$ cat src/hdl/sphit_pkg.sv
`default_nettype none
// ----------------------------------------------------------------------------
// sphit_pkg: shared types and constants of the shape point hit test unit
// Coordinate format, tolerance register layout, primitive codes and the
// sequencer's phase and step encodings.
// ----------------------------------------------------------------------------
package sphit_pkg;

   localparam int COORD_WIDTH_DEF = 24;
   localparam int FRAC_BITS       = 8;
   localparam int TOL_WIDTH       = 23;
   // one page unit of tolerance after reset
   localparam logic [TOL_WIDTH-1:0] TOL_RESET = TOL_WIDTH'(1 << FRAC_BITS);

   typedef enum logic [1:0] {
      MODE_SEGMENT = 2'd0,
      MODE_ELLIPSE = 2'd1,
      MODE_QUAD    = 2'd2
   } mode_type;

   typedef enum logic [2:0] {
      PH_IDLE,
      PH_LOAD,
      PH_RUN,
      PH_STORE,
      PH_CHECK,
      PH_DONE
   } phase_type;

   typedef enum logic [4:0] {
      SG_T2, SG_DOT0, SG_DOT1, SG_L20, SG_L21, SG_BRANCH,
      SG_NA0, SG_NA1, SG_NB0, SG_NB1,
      SG_CR0, SG_CR1, SG_CR2, SG_CR3,
      EL_CHK, EL_RXS, EL_RYS, EL_UU, EL_Q0, EL_VV, EL_Q1, EL_R,
      QD_FIN, FIN_W0, FIN_R, MISS
   } step_type;

   typedef enum logic [2:0] {
      DST_W0, DST_W1, DST_W2, DST_Q, DST_R
   } dst_type;

   typedef enum logic [1:0] {
      CMB_SET, CMB_ADD, CMB_SUB
   } cmb_type;

endpackage
`default_nettype wire

$ cat src/hdl/shape_point_hit_test_unit.sv
`default_nettype none
// ----------------------------------------------------------------------------
// shape_point_hit_test_unit: query point against a run of shape primitives
// Each request transfer carries one primitive (segment, ellipse bounds or
// quad corners) and the query point. Hits of a run are ORed and one
// response transfer with the result follows the item flagged last_item.
// ----------------------------------------------------------------------------
// Usage:
//   Request channel req_*: valid/stall. req_stall is high while an item is
//   being worked; one item is in the unit at a time.
//   Response channel rsp_*: valid/stall, one transfer per run, driven from
//   an output register, so a waiting response does not block the next item
//   unless that item is itself the last of a run.
//   csr_write_enable/csr_write_data write hit_tolerance; write only while idle.
// Multiplier:
//   All products come from one shared shift-add multiplier that retires one
//   multiplier bit per cycle. Each product is a load step, a run that ends
//   when no set bit of the second operand is left, and a store step. A
//   segment takes 7 or 9 products, an ellipse 7; a quad, an unused mode or
//   a flat ellipse needs no product.
// Reset:
//   Synchronous, active high. Clears the sequencer, the run accumulator and
//   the response valid, and loads hit_tolerance with 1.0 (256).
// Stall:
//   A stalled response holds; a last item that finds the response register
//   still occupied waits in its final step until the transfer completes.
// ----------------------------------------------------------------------------
module shape_point_hit_test_unit #(
   parameter int COORD_WIDTH = sphit_pkg::COORD_WIDTH_DEF
) (
   input  wire                                   clock,
   input  wire                                   reset,
   input  wire                                   csr_write_enable,
   input  wire        [sphit_pkg::TOL_WIDTH-1:0] csr_write_data,
   input  wire                                   req_valid,
   output logic                                  req_stall,
   input  wire        [1:0]                      req_mode,
   input  wire signed [COORD_WIDTH-1:0]          req_point_x,
   input  wire signed [COORD_WIDTH-1:0]          req_point_y,
   input  wire signed [COORD_WIDTH-1:0]          req_first_x,
   input  wire signed [COORD_WIDTH-1:0]          req_first_y,
   input  wire signed [COORD_WIDTH-1:0]          req_second_x,
   input  wire signed [COORD_WIDTH-1:0]          req_second_y,
   input  wire signed [COORD_WIDTH-1:0]          req_third_x,
   input  wire signed [COORD_WIDTH-1:0]          req_third_y,
   input  wire signed [COORD_WIDTH-1:0]          req_fourth_x,
   input  wire signed [COORD_WIDTH-1:0]          req_fourth_y,
   input  wire                                   req_last_item,
   output logic                                  rsp_valid,
   input  wire                                   rsp_stall,
   output logic                                  rsp_hit
);
   import sphit_pkg::*;

   // operand registers: differences, ellipse terms or quad bounds
   localparam int AW = (COORD_WIDTH + 3 > TOL_WIDTH + 4) ? COORD_WIDTH + 3 : TOL_WIDTH + 4;
   // multiplier operand magnitude width
   localparam int MW = 2 * AW - 2;
   // wide accumulator width
   localparam int VW = 2 * MW + 2;

   phase_type phase_ff, phase_in;
   step_type  step_ff, step_in;
   logic      last_ff, last_in;
   logic      item_hit_ff, item_hit_in;
   logic      hit_so_far_ff, hit_so_far_in;
   logic      rsp_valid_ff, rsp_valid_in;
   logic      rsp_hit_ff, rsp_hit_in;
   logic [TOL_WIDTH-1:0] tol_ff;

   logic signed [AW-1:0] a0_ff, a1_ff, a2_ff, a3_ff, a4_ff, a5_ff;
   logic signed [AW-1:0] a0_in, a1_in, a2_in, a3_in, a4_in, a5_in;
   logic signed [VW-1:0] w0_ff, w1_ff, w2_ff, q_ff, r_ff;
   logic signed [VW-1:0] w0_in, w1_in, w2_in, q_in, r_in;
   logic [2*MW-1:0] mcand_ff, mcand_in, prod_ff, prod_in;
   logic [MW-1:0]   mplier_ff, mplier_in;
   logic            neg_ff, neg_in;

   logic accept;
   logic start_check;
   step_type start_step;

   // per-step plan of the shared multiplier
   logic signed [VW-1:0] op_a, op_b, mag_a, mag_b;
   dst_type  plan_dst;
   cmb_type  plan_cmb;
   step_type plan_next;

   // check-step decisions
   logic     chk_hit;
   logic     chk_finish;
   step_type chk_next;

   // store path
   logic signed [VW-1:0] dst_old, store_base, store_prod, store_val;

   // capture terms
   logic signed [AW-1:0] px_e, py_e, ax_e, ay_e, bx_e, by_e;
   logic signed [AW-1:0] cx_e, cy_e, dx_e, dy_e, tol_a, ext_x, ext_y;
   logic                 out_free;

   function automatic logic signed [AW-1:0] min2(input logic signed [AW-1:0] p,
                                                 input logic signed [AW-1:0] q);
      return (p < q) ? p : q;
   endfunction

   function automatic logic signed [AW-1:0] max2(input logic signed [AW-1:0] p,
                                                 input logic signed [AW-1:0] q);
      return (p > q) ? p : q;
   endfunction

   assign req_stall = (phase_ff != PH_IDLE);
   assign accept    = req_valid && (phase_ff == PH_IDLE);
   assign rsp_valid = rsp_valid_ff;
   assign rsp_hit   = rsp_hit_ff;
   assign out_free  = !rsp_valid_ff || !rsp_stall;

   // sign-extend the request coordinates to operand width
   always_comb begin
      px_e  = AW'(req_point_x);
      py_e  = AW'(req_point_y);
      ax_e  = AW'(req_first_x);
      ay_e  = AW'(req_first_y);
      bx_e  = AW'(req_second_x);
      by_e  = AW'(req_second_y);
      cx_e  = AW'(req_third_x);
      cy_e  = AW'(req_third_y);
      dx_e  = AW'(req_fourth_x);
      dy_e  = AW'(req_fourth_y);
      tol_a = signed'(AW'(tol_ff));
      ext_x = (bx_e >= ax_e) ? bx_e - ax_e : ax_e - bx_e;
      ext_y = (ay_e >= by_e) ? ay_e - by_e : by_e - ay_e;
   end

   // first step of each primitive kind; unused code is a plain miss
   always_comb begin
      unique case (mode_type'(req_mode))
         MODE_SEGMENT: begin
            start_step  = SG_T2;
            start_check = 1'b0;
         end
         MODE_ELLIPSE: begin
            start_step  = EL_CHK;
            start_check = 1'b1;
         end
         MODE_QUAD: begin
            start_step  = QD_FIN;
            start_check = 1'b1;
         end
         default: begin
            start_step  = MISS;
            start_check = 1'b1;
         end
      endcase
   end

   // multiplier plan: operands, destination, combine and follow-up step
   always_comb begin
      op_a      = '0;
      op_b      = '0;
      plan_dst  = DST_Q;
      plan_cmb  = CMB_SET;
      plan_next = MISS;
      unique case (step_ff)
         SG_T2: begin
            op_a = signed'(VW'(tol_ff)); op_b = signed'(VW'(tol_ff));
            plan_dst = DST_W0; plan_next = SG_DOT0;
         end
         SG_DOT0: begin
            op_a = VW'(a2_ff); op_b = VW'(a0_ff);
            plan_dst = DST_W1; plan_next = SG_DOT1;
         end
         SG_DOT1: begin
            op_a = VW'(a3_ff); op_b = VW'(a1_ff);
            plan_dst = DST_W1; plan_cmb = CMB_ADD; plan_next = SG_L20;
         end
         SG_L20: begin
            op_a = VW'(a0_ff); op_b = VW'(a0_ff);
            plan_dst = DST_W2; plan_next = SG_L21;
         end
         SG_L21: begin
            op_a = VW'(a1_ff); op_b = VW'(a1_ff);
            plan_dst = DST_W2; plan_cmb = CMB_ADD; plan_next = SG_BRANCH;
         end
         SG_NA0: begin
            op_a = VW'(a2_ff); op_b = VW'(a2_ff);
            plan_next = SG_NA1;
         end
         SG_NA1: begin
            op_a = VW'(a3_ff); op_b = VW'(a3_ff);
            plan_cmb = CMB_ADD; plan_next = FIN_W0;
         end
         SG_NB0: begin
            op_a = VW'(a4_ff); op_b = VW'(a4_ff);
            plan_next = SG_NB1;
         end
         SG_NB1: begin
            op_a = VW'(a5_ff); op_b = VW'(a5_ff);
            plan_cmb = CMB_ADD; plan_next = FIN_W0;
         end
         SG_CR0: begin
            op_a = VW'(a2_ff); op_b = VW'(a1_ff);
            plan_next = SG_CR1;
         end
         SG_CR1: begin
            op_a = VW'(a3_ff); op_b = VW'(a0_ff);
            plan_cmb = CMB_SUB; plan_next = SG_CR2;
         end
         SG_CR2: begin
            op_a = q_ff; op_b = q_ff;
            plan_next = SG_CR3;
         end
         SG_CR3: begin
            op_a = w0_ff; op_b = w2_ff;
            plan_dst = DST_R; plan_next = FIN_R;
         end
         EL_RXS: begin
            op_a = VW'(a2_ff); op_b = VW'(a2_ff);
            plan_dst = DST_W0; plan_next = EL_RYS;
         end
         EL_RYS: begin
            op_a = VW'(a3_ff); op_b = VW'(a3_ff);
            plan_dst = DST_W1; plan_next = EL_UU;
         end
         EL_UU: begin
            op_a = VW'(a0_ff); op_b = VW'(a0_ff);
            plan_dst = DST_W2; plan_next = EL_Q0;
         end
         EL_Q0: begin
            op_a = w2_ff; op_b = w1_ff;
            plan_next = EL_VV;
         end
         EL_VV: begin
            op_a = VW'(a1_ff); op_b = VW'(a1_ff);
            plan_dst = DST_W2; plan_next = EL_Q1;
         end
         EL_Q1: begin
            op_a = w2_ff; op_b = w0_ff;
            plan_cmb = CMB_ADD; plan_next = EL_R;
         end
         EL_R: begin
            op_a = w0_ff; op_b = w1_ff;
            plan_dst = DST_R; plan_next = FIN_R;
         end
         default: begin
            plan_next = MISS;
         end
      endcase
   end

   // decisions taken in a check step
   always_comb begin
      chk_hit    = 1'b0;
      chk_finish = 1'b1;
      chk_next   = step_ff;
      unique case (step_ff)
         SG_BRANCH: begin
            chk_finish = 1'b0;
            if (w1_ff <= 0) begin
               chk_next = SG_NA0;
            end else if (w1_ff >= w2_ff) begin
               chk_next = SG_NB0;
            end else begin
               chk_next = SG_CR0;
            end
         end
         EL_CHK: begin
            // a flat ellipse with no tolerance is a miss
            chk_finish = (a2_ff == 0) || (a3_ff == 0);
            chk_next   = EL_RXS;
         end
         QD_FIN: begin
            chk_hit = (a4_ff + tol_a >= a0_ff) && (a4_ff <= a1_ff + tol_a) &&
                      (a5_ff + tol_a >= a2_ff) && (a5_ff <= a3_ff + tol_a);
         end
         FIN_W0:  chk_hit = (q_ff <= w0_ff);
         FIN_R:   chk_hit = (q_ff <= r_ff);
         default: chk_hit = 1'b0;
      endcase
   end

   // next phase and step
   always_comb begin
      phase_in = phase_ff;
      step_in  = step_ff;
      unique case (phase_ff)
         PH_IDLE: begin
            if (accept) begin
               step_in  = start_step;
               phase_in = start_check ? PH_CHECK : PH_LOAD;
            end
         end
         PH_LOAD: phase_in = PH_RUN;
         PH_RUN: begin
            if (mplier_ff == '0) begin
               phase_in = PH_STORE;
            end
         end
         PH_STORE: begin
            step_in = plan_next;
            if (plan_next == SG_BRANCH || plan_next == FIN_W0 || plan_next == FIN_R) begin
               phase_in = PH_CHECK;
            end else begin
               phase_in = PH_LOAD;
            end
         end
         PH_CHECK: begin
            if (chk_finish) begin
               phase_in = PH_DONE;
            end else begin
               step_in  = chk_next;
               phase_in = PH_LOAD;
            end
         end
         PH_DONE: begin
            if (!last_ff || out_free) begin
               phase_in = PH_IDLE;
            end
         end
         default: phase_in = PH_IDLE;
      endcase
   end

   // datapath and outputs
   always_comb begin
      a0_in = a0_ff; a1_in = a1_ff; a2_in = a2_ff;
      a3_in = a3_ff; a4_in = a4_ff; a5_in = a5_ff;
      w0_in = w0_ff; w1_in = w1_ff; w2_in = w2_ff;
      q_in  = q_ff;  r_in  = r_ff;
      mcand_in  = mcand_ff;
      mplier_in = mplier_ff;
      prod_in   = prod_ff;
      neg_in    = neg_ff;
      last_in   = last_ff;
      item_hit_in   = item_hit_ff;
      hit_so_far_in = hit_so_far_ff;
      rsp_valid_in  = rsp_valid_ff && rsp_stall;
      rsp_hit_in    = rsp_hit_ff;

      mag_a = op_a[VW-1] ? -op_a : op_a;
      mag_b = op_b[VW-1] ? -op_b : op_b;

      unique case (plan_dst)
         DST_W0:  dst_old = w0_ff;
         DST_W1:  dst_old = w1_ff;
         DST_W2:  dst_old = w2_ff;
         DST_Q:   dst_old = q_ff;
         default: dst_old = r_ff;
      endcase
      store_base = (plan_cmb == CMB_SET) ? '0 : dst_old;
      store_prod = signed'(VW'(prod_ff));
      // fold the product sign into the add or subtract
      store_val  = (neg_ff ^ (plan_cmb == CMB_SUB)) ? store_base - store_prod
                                                     : store_base + store_prod;

      unique case (phase_ff)
         PH_IDLE: begin
            if (accept) begin
               last_in     = req_last_item;
               item_hit_in = 1'b0;
               unique case (mode_type'(req_mode))
                  MODE_ELLIPSE: begin
                     a0_in = px_e + px_e - ax_e - bx_e;
                     a1_in = py_e + py_e - ay_e - by_e;
                     a2_in = ext_x + tol_a + tol_a;
                     a3_in = ext_y + tol_a + tol_a;
                  end
                  MODE_QUAD: begin
                     a0_in = min2(min2(ax_e, bx_e), min2(cx_e, dx_e));
                     a1_in = max2(max2(ax_e, bx_e), max2(cx_e, dx_e));
                     a2_in = min2(min2(ay_e, by_e), min2(cy_e, dy_e));
                     a3_in = max2(max2(ay_e, by_e), max2(cy_e, dy_e));
                     a4_in = px_e;
                     a5_in = py_e;
                  end
                  default: begin
                     a0_in = bx_e - ax_e;
                     a1_in = by_e - ay_e;
                     a2_in = px_e - ax_e;
                     a3_in = py_e - ay_e;
                     a4_in = px_e - bx_e;
                     a5_in = py_e - by_e;
                  end
               endcase
            end
         end
         PH_LOAD: begin
            mcand_in  = (2*MW)'(mag_a[MW-1:0]);
            mplier_in = mag_b[MW-1:0];
            prod_in   = '0;
            neg_in    = op_a[VW-1] ^ op_b[VW-1];
         end
         PH_RUN: begin
            // retire one multiplier bit
            if (mplier_ff != '0) begin
               if (mplier_ff[0]) begin
                  prod_in = prod_ff + mcand_ff;
               end
               mcand_in  = {mcand_ff[2*MW-2:0], 1'b0};
               mplier_in = {1'b0, mplier_ff[MW-1:1]};
            end
         end
         PH_STORE: begin
            unique case (plan_dst)
               DST_W0:  w0_in = store_val;
               DST_W1:  w1_in = store_val;
               DST_W2:  w2_in = store_val;
               DST_Q:   q_in  = store_val;
               default: r_in  = store_val;
            endcase
         end
         PH_CHECK: begin
            if (chk_finish) begin
               item_hit_in = chk_hit;
            end
         end
         PH_DONE: begin
            if (!last_ff) begin
               hit_so_far_in = hit_so_far_ff || item_hit_ff;
            end else if (out_free) begin
               rsp_valid_in  = 1'b1;
               rsp_hit_in    = hit_so_far_ff || item_hit_ff;
               hit_so_far_in = 1'b0;
            end
         end
         default: begin
         end
      endcase
   end

   always_ff @(posedge clock) begin
      if (reset) begin
         phase_ff      <= PH_IDLE;
         step_ff       <= MISS;
         hit_so_far_ff <= 1'b0;
         rsp_valid_ff  <= 1'b0;
         tol_ff        <= TOL_RESET;
      end else begin
         phase_ff      <= phase_in;
         step_ff       <= step_in;
         hit_so_far_ff <= hit_so_far_in;
         rsp_valid_ff  <= rsp_valid_in;
         if (csr_write_enable) begin
            tol_ff <= csr_write_data;
         end
      end
   end

   always_ff @(posedge clock) begin
      a0_ff <= a0_in; a1_ff <= a1_in; a2_ff <= a2_in;
      a3_ff <= a3_in; a4_ff <= a4_in; a5_ff <= a5_in;
      w0_ff <= w0_in; w1_ff <= w1_in; w2_ff <= w2_in;
      q_ff  <= q_in;  r_ff  <= r_in;
      mcand_ff    <= mcand_in;
      mplier_ff   <= mplier_in;
      prod_ff     <= prod_in;
      neg_ff      <= neg_in;
      last_ff     <= last_in;
      item_hit_ff <= item_hit_in;
      rsp_hit_ff  <= rsp_hit_in;
   end

   // an accepted item always leaves idle
   a_accept_busy: assert property (@(posedge clock) disable iff (reset)
      (req_valid && !req_stall) |=> (phase_ff != PH_IDLE))
      else $error("item accepted but sequencer stayed idle");

   // a new response only comes from finishing a last item
   a_rsp_from_last: assert property (@(posedge clock) disable iff (reset)
      (!$past(rsp_valid_ff) && rsp_valid_ff) |-> $past(phase_ff == PH_DONE && last_ff))
      else $error("response raised without a last item");

   // the run accumulator clears once a run is reported
   a_run_clear: assert property (@(posedge clock) disable iff (reset)
      (phase_ff == PH_DONE && last_ff && out_free) |=> !hit_so_far_ff)
      else $error("run hit not cleared after response");

   // squared terms compared at the end are never negative
   a_cmp_nonneg: assert property (@(posedge clock) disable iff (reset)
      (phase_ff == PH_CHECK && step_ff == FIN_R) |-> (!q_ff[VW-1] && !r_ff[VW-1]))
      else $error("negative operand in final compare");

endmodule
`default_nettype wire

$ cat config.mk
export PLATFORM = sky130hd
export DESIGN_NAME = shape_point_hit_test_unit
export DESIGN_NICKNAME = d
export VERILOG_FILES = /design/src/hdl/sphit_pkg.sv /design/src/hdl/shape_point_hit_test_unit.sv
export SDC_FILE = /design/constraint.sdc
export NUM_CORES = 2
export LEC_CHECK = 0
export BUFFER_PORTS_ARGS = -buffer_cell sky130_fd_sc_hd__buf_2
export CAP_MARGIN = 15
export CORE_ASPECT_RATIO = 1.25
export CORE_UTILIZATION = 65
export DETAILED_ROUTE_END_ITERATION = 8
export GPL_TIMING_DRIVEN = 0
export PLACE_DENSITY = 0.83
export SYNTH_ARGS = -nofsm -noshare
export SYNTH_HDL_FRONTEND = slang
export SYNTH_SLANG_ARGS = --single-unit
export TNS_END_PERCENT = 100
$ cat constraint.sdc
create_clock -name clock -period 18.6 [get_ports clock]
set_clock_uncertainty 0.05 [all_clocks]
set_input_delay 0 -clock clock [delete_from_list [all_inputs] [get_ports clock]]
set_output_delay 0 -clock clock [all_outputs]
set_load 0.01 [all_outputs]
==> results of run 1 <==
## repair_timing
action,4_1_cts
endpoints found under the hold margin,143
setup endpoints to repair,0
hold buffers,158
## cell usage after synthesis (all sizes together), types with 24 or more instances
master	count
o21a	97
nor4	122
o221ai	40
nand2b	116
or3	60
xor2	297
and2	124
a211oi	58
nor2b	113
a221oi	171
inv	799
o21ai	677
o21bai	117
nand4	297
or4	24
mux2i	162
and3	63
nor2	860
buf	115
or2	47
a2111oi	36
o211ai	66
a21oi	905
xnor2	417
nand2	730
nor3	182
clkbuf	361
a22o	32
dfxtp	33
nand3	387
o41ai	24
a221o	131
a21boi	41
o31ai	80
fa	64
ha	1212
and4	30
a222oi	51
edfxtp	952
a22oi	40
a31oi	87
a21o	391
## per-stage QoR
step           cell area, sq um  setup WS [ns]  hold WS, ns  std cells  util (%)
4_1_cts                  105300          8.178    0.0003864      13430     71.83
3_5_place_dp             100600          8.254       0.1363      13100     68.64
3_3_place_gp              99880          3.859       0.1333      13060     68.16
2_1_floorplan             96140          9.785      0.04887      10880         -
## cell families after synthesis
logic type               after synthesis  share of synthesized area [%]
AO/OA/AOI/OAI                       3235                          22.44
flip-flops                           985                          30.42
multiplexers                         169                          1.769
adder cells (fa/ha/maj)             1276                          17.11
AND/OR/NAND/NOR                     3225                          16.46
buffers and inverters               1276                          5.276
XOR/XNOR                             714                          6.520
## per-layer routing
metal | overflow | track usage, %
met4 | 216 | 74.94
met2 | 286 | 93.35
met3 | 4 | 47.71
met5 | 1 | 16.72
met1 | 0 | 68.65
==> results.toml, run 1 <==
[outcome]
firstError = "[ERROR GRT-0116] Global routing finished with congestion. Check the congestion regions in the DRC Viewer."
outcome = "did not finish"
haltStage = "global routing"

[clock_tree]
cts_resized = 0
cts_sinks = 985
numCtsBuffers = 92
post_cts_buffers = 0
htreeDepth = 3
cts_root_buffer = "clkbuf_16"
clock_path_buffers = 3

[logic_synthesis]
ys_dominant_reg_cell = "edfxtp_1"
yosysTopAreaCell = "edfxtp_1"
ys_seq_elements = 985
syn_inst = 10880
synth-edff-count = 952
ys_seq_area_share_pct = 30.42
netlist_area_sq_mm = 0.09614
ys_async_sr_fraction_pct = 0
ys_types = 112
ys_top_cells_by_area = "edfxtp_1, ha_1, a21oi_1, xnor2_1, o21ai_0"
synth.top_cell.area_share_pct = 29.74
syn-num-nets = 12430
ys.warnings.count = 0
synth.avg_cell_area_sq_um = 8.836

[floorplan]
pin_count = 274
initial_core_util_pct = 65.61
num_rows = 157
die_h_microns = 432.0
die_w_microns = 346.0

[global_route]
grt_first_pass_wirelength_microns = 785000
grt_max_degree = 83
grt_pass1_vias = 107000
grtUsageTotal_pct = 70.43
grt-ovfl-total = 507

[place]
io_buffers = 271
gp_congestion = 1.329
post-dp-hpwl_microns = 352100
==> inputs of run 2 (changes only) <==
CORE_ASPECT_RATIO = not set   (was 1.25)
CORE_UTILIZATION = 40   (was 65)
PLACE_DENSITY = not set   (was 0.83)
PLACE_DENSITY_LB_ADDON = 0.15   (was not set)
==> run 2 against run 1 <==
Compared with the run above: the run now ends clean; synthesized area unchanged; synthesized cell count did not move.
==> results.toml, run 2 <==
[clock_tree]
path_clk_slew_ns = 0.06
cts_tree = "done"
post_cts_buffers = 0
cts_root_buffer = "clkbuf_16"
numCtsBuffers = 113
insertion_delay_ns = 0.80
clock_path_buffers = 3
htreeDepth = 3
cts_sinks = 985

[worst_setup_path]
crit_type = "reg2reg"
slowest_stage = "clkbuf_1"
critical-path-max-stage-delay_ns = 0.79
worstPathArrival_ns = 11.28
critical_path.max_fanout = 10
cp_num_buf_inv = 6
critical_path.top_delay_family = "compound AO/OA/AOI/OAI gates"
startpoint_type = "flop"
critPathRequiredTime_ns = 19.06
crit_path_end_kind = "flop"

[logic_synthesis]
synthXorXnorAreaFrac_pct = 6.520
synth.top_cell.area_share_pct = 29.74
ys_seq_elements = 985
yosysTopAreaCell = "edfxtp_1"
syn_inst = 10880
syn-num-nets = 12430
synth_top_family_by_area = "compound AO/OA/AOI/OAI gates"
muxShareOfSynthArea_pct = 1.769
synth-compound-area-share_pct = 22.44
ys_async_sr_fraction_pct = 0
ys.warnings.count = 0
synth.avg_cell_area_sq_um = 8.836
ys_types = 112
ys_top_cells_by_area = "edfxtp_1, ha_1, a21oi_1, xnor2_1, o21ai_0"
ys_dominant_reg_cell = "edfxtp_1"
synth.most_common_cell = "ha_1"
synthSimpleGateAreaFrac_pct = 16.46
netlist_area_sq_mm = 0.09614
synth-edff-count = 952
synth_fa_ha_area_share_pct = 17.11
ys_seq_area_share_pct = 30.42
synthTopCellsByCount = "ha_1, edfxtp_1, a21oi_1, nor2_1, inv_1"

[layout]
area_delta_synth_final_pct = 13.17
multi_input_area_sq_mm = 0.06199
layout-drive-gt1-share_pct = 6.568
final_cells = 14850
mostFrequentLayoutCells = "ha_1, edfxtp_1, a21oi_1, nor2_1, inv_1"
num-fill-cells = 23450
layout_commonest_cell = "ha_1"
nets = 13110
register_area_sq_mm = 0.02925

[timing]
fin_crit_sh_pct = 58.18
hold_viol = 0
rsz0062_at_grt = "no"
slew_viol_final = 0
finalSetupTns_ns = 0
whs_ns = 0.03054
worst_pin_slew_ns = 1.430
finalSetupViolCount = 0
fin_ws_ns = 7.779
slew_headroom_pct = 4.527
finalCriticalPeriod_ns = 10.82
max_freq_mhz = 92.41

[route]
drt_iter0_markers = 9428
wl_microns = 494500
drcViolationCount = 0
wl_per_cell_microns = 33.31
vias = 92930
ant_nets = 0
vias_per_cell = 6.259
first_pass_iters = 9

[global_route]
grtUsageTotal_pct = 39.67
antenna_found_initial = 28
grt_first_pass_wirelength_microns = 683400
grt_pass1_vias = 90690
grt_max_degree = 72
grt-ovfl-total = 0

[power]
vdd_drop_max_mv = 0.08583
total_leakage_power_nw = 45.83
power_w = 0.01704
powerDensity_mw_per_mm2 = 156.6

[place]
io_buffers = 271
dpl.cell_count = 14400
post-dp-hpwl_microns = 414400
dp_slack_ns = 8.098
gp_congestion = 1.064

[floorplan]
die_w_microns = 492.3
pin_count = 274
die-area_sq_mm = 0.2423
num_rows = 179
die_h_microns = 492.3
design.core.area_sq_mm = 0.2383
initial_core_util_pct = 40.34

[worst_hold_path]
min-delay-path-class = "in2reg"

[outcome]
outcome = "completed"

[run]
cap_violations = 0
-- run 2: power breakdown --
part | internal, W | switching [W] | total [W] | leakage, nW
clock | 0.00130 | 0.00104 | 0.00234 | 1.79
combinational | 0.00331 | 0.00711 | 0.0104 | 35.0
sequential | 0.00354 | 0.000729 | 0.00427 | 9.04
-- run 2: what timing repair did --
item,4_1_cts,5_1_grt
gates resized for setup,0,0
hold buffers,214,0
hold endpoints to repair,163,0
-- run 2: metrics by stage --
step | util [%] | instance area [sq um]
after floorplan | - | 96140
after global placement | 42.58 | 101500
after detailed placement | 43.15 | 102800
after CTS | 45.62 | 108700
after global routing | 45.65 | 108800
final | 45.66 | 108800
-- run 2: logic make-up (layout without fill, tap and decap cells) --
| logic type | Yosys count | count (layout) |
|---|---|---|
| fa+ha+maj | 1276 | 1276 |
| other cells | 0 | 19 |
| simple gates | 3225 | 3225 |
| flops | 985 | 985 |
| buf+inv | 1276 | 2058 |
| mux | 169 | 169 |
| compound gates | 3235 | 3235 |
| xor+xnor | 714 | 714 |
-- run 2: path summary, 6_finish.rpt --
path | cells past startpoint | start | end | slack, ns
worst max-delay path | 25 | step_ff[1] | w2_ff[98] | 7.78
worst min-delay path | 5 | req_first_y[16] | a2_ff[16] | 0.03
worst max register to register | 25 | step_ff[1] | w2_ff[98] | 7.78
worst min register to register | 2 | hit_so_far_ff | hit_so_far_ff | 0.47
-- run 2: routing by layer --
metal / track usage, % / up-vias / routed length, microns
met5: 0 / - / 119
met3: 5.202 / 1241 / 30780
met1: 44.98 / 45380 / 183800
li1: - / 42030 / -
met2: 65.28 / 4266 / 226900
met4: 36.06 / 16 / 52970
-- run 2: worst reg2reg max path, cell delays in order (launching register included) --
cell       delay [ns]
dfxtp_1          0.39
buf_6            0.18
nor2_1           0.65
clkbuf_1         0.47
clkbuf_1         0.77
nand3_1          0.22
a21oi_2          0.51
clkbuf_1         0.79
buf_1            0.52
a221oi_1         0.19
a31o_2           0.29
ha_1             0.20
fa_1             0.45
nor2b_1          0.20
o31a_1           0.21
o311ai_0         0.30
a311o_1          0.54
a2111oi_1        0.55
buf_2            0.28
o21ai_0          0.28
a21boi_0         0.60
o21ai_0          0.39
a31oi_1          0.55
a31oi_1          0.23
o21ai_0          0.28
xor2_1           0.43
-- run 2: cell type report --
| cell class | instances | area share (%) |
|---|---|---|
| timing repair buffer | 572 | 4.367 |
| clock buffer | 138 | 2.734 |
| buffer | 476 | 1.902 |
| inverter | 800 | 2.762 |
| clock inverter | 72 | 0.6957 |
| multi-input combinational | 8619 | 56.97 |
| sequential | 985 | 26.88 |
| antenna | 19 | 0.04370 |
| tap | 3167 | 3.642 |
Note: power is estimated with default switching activity, not from simulation.
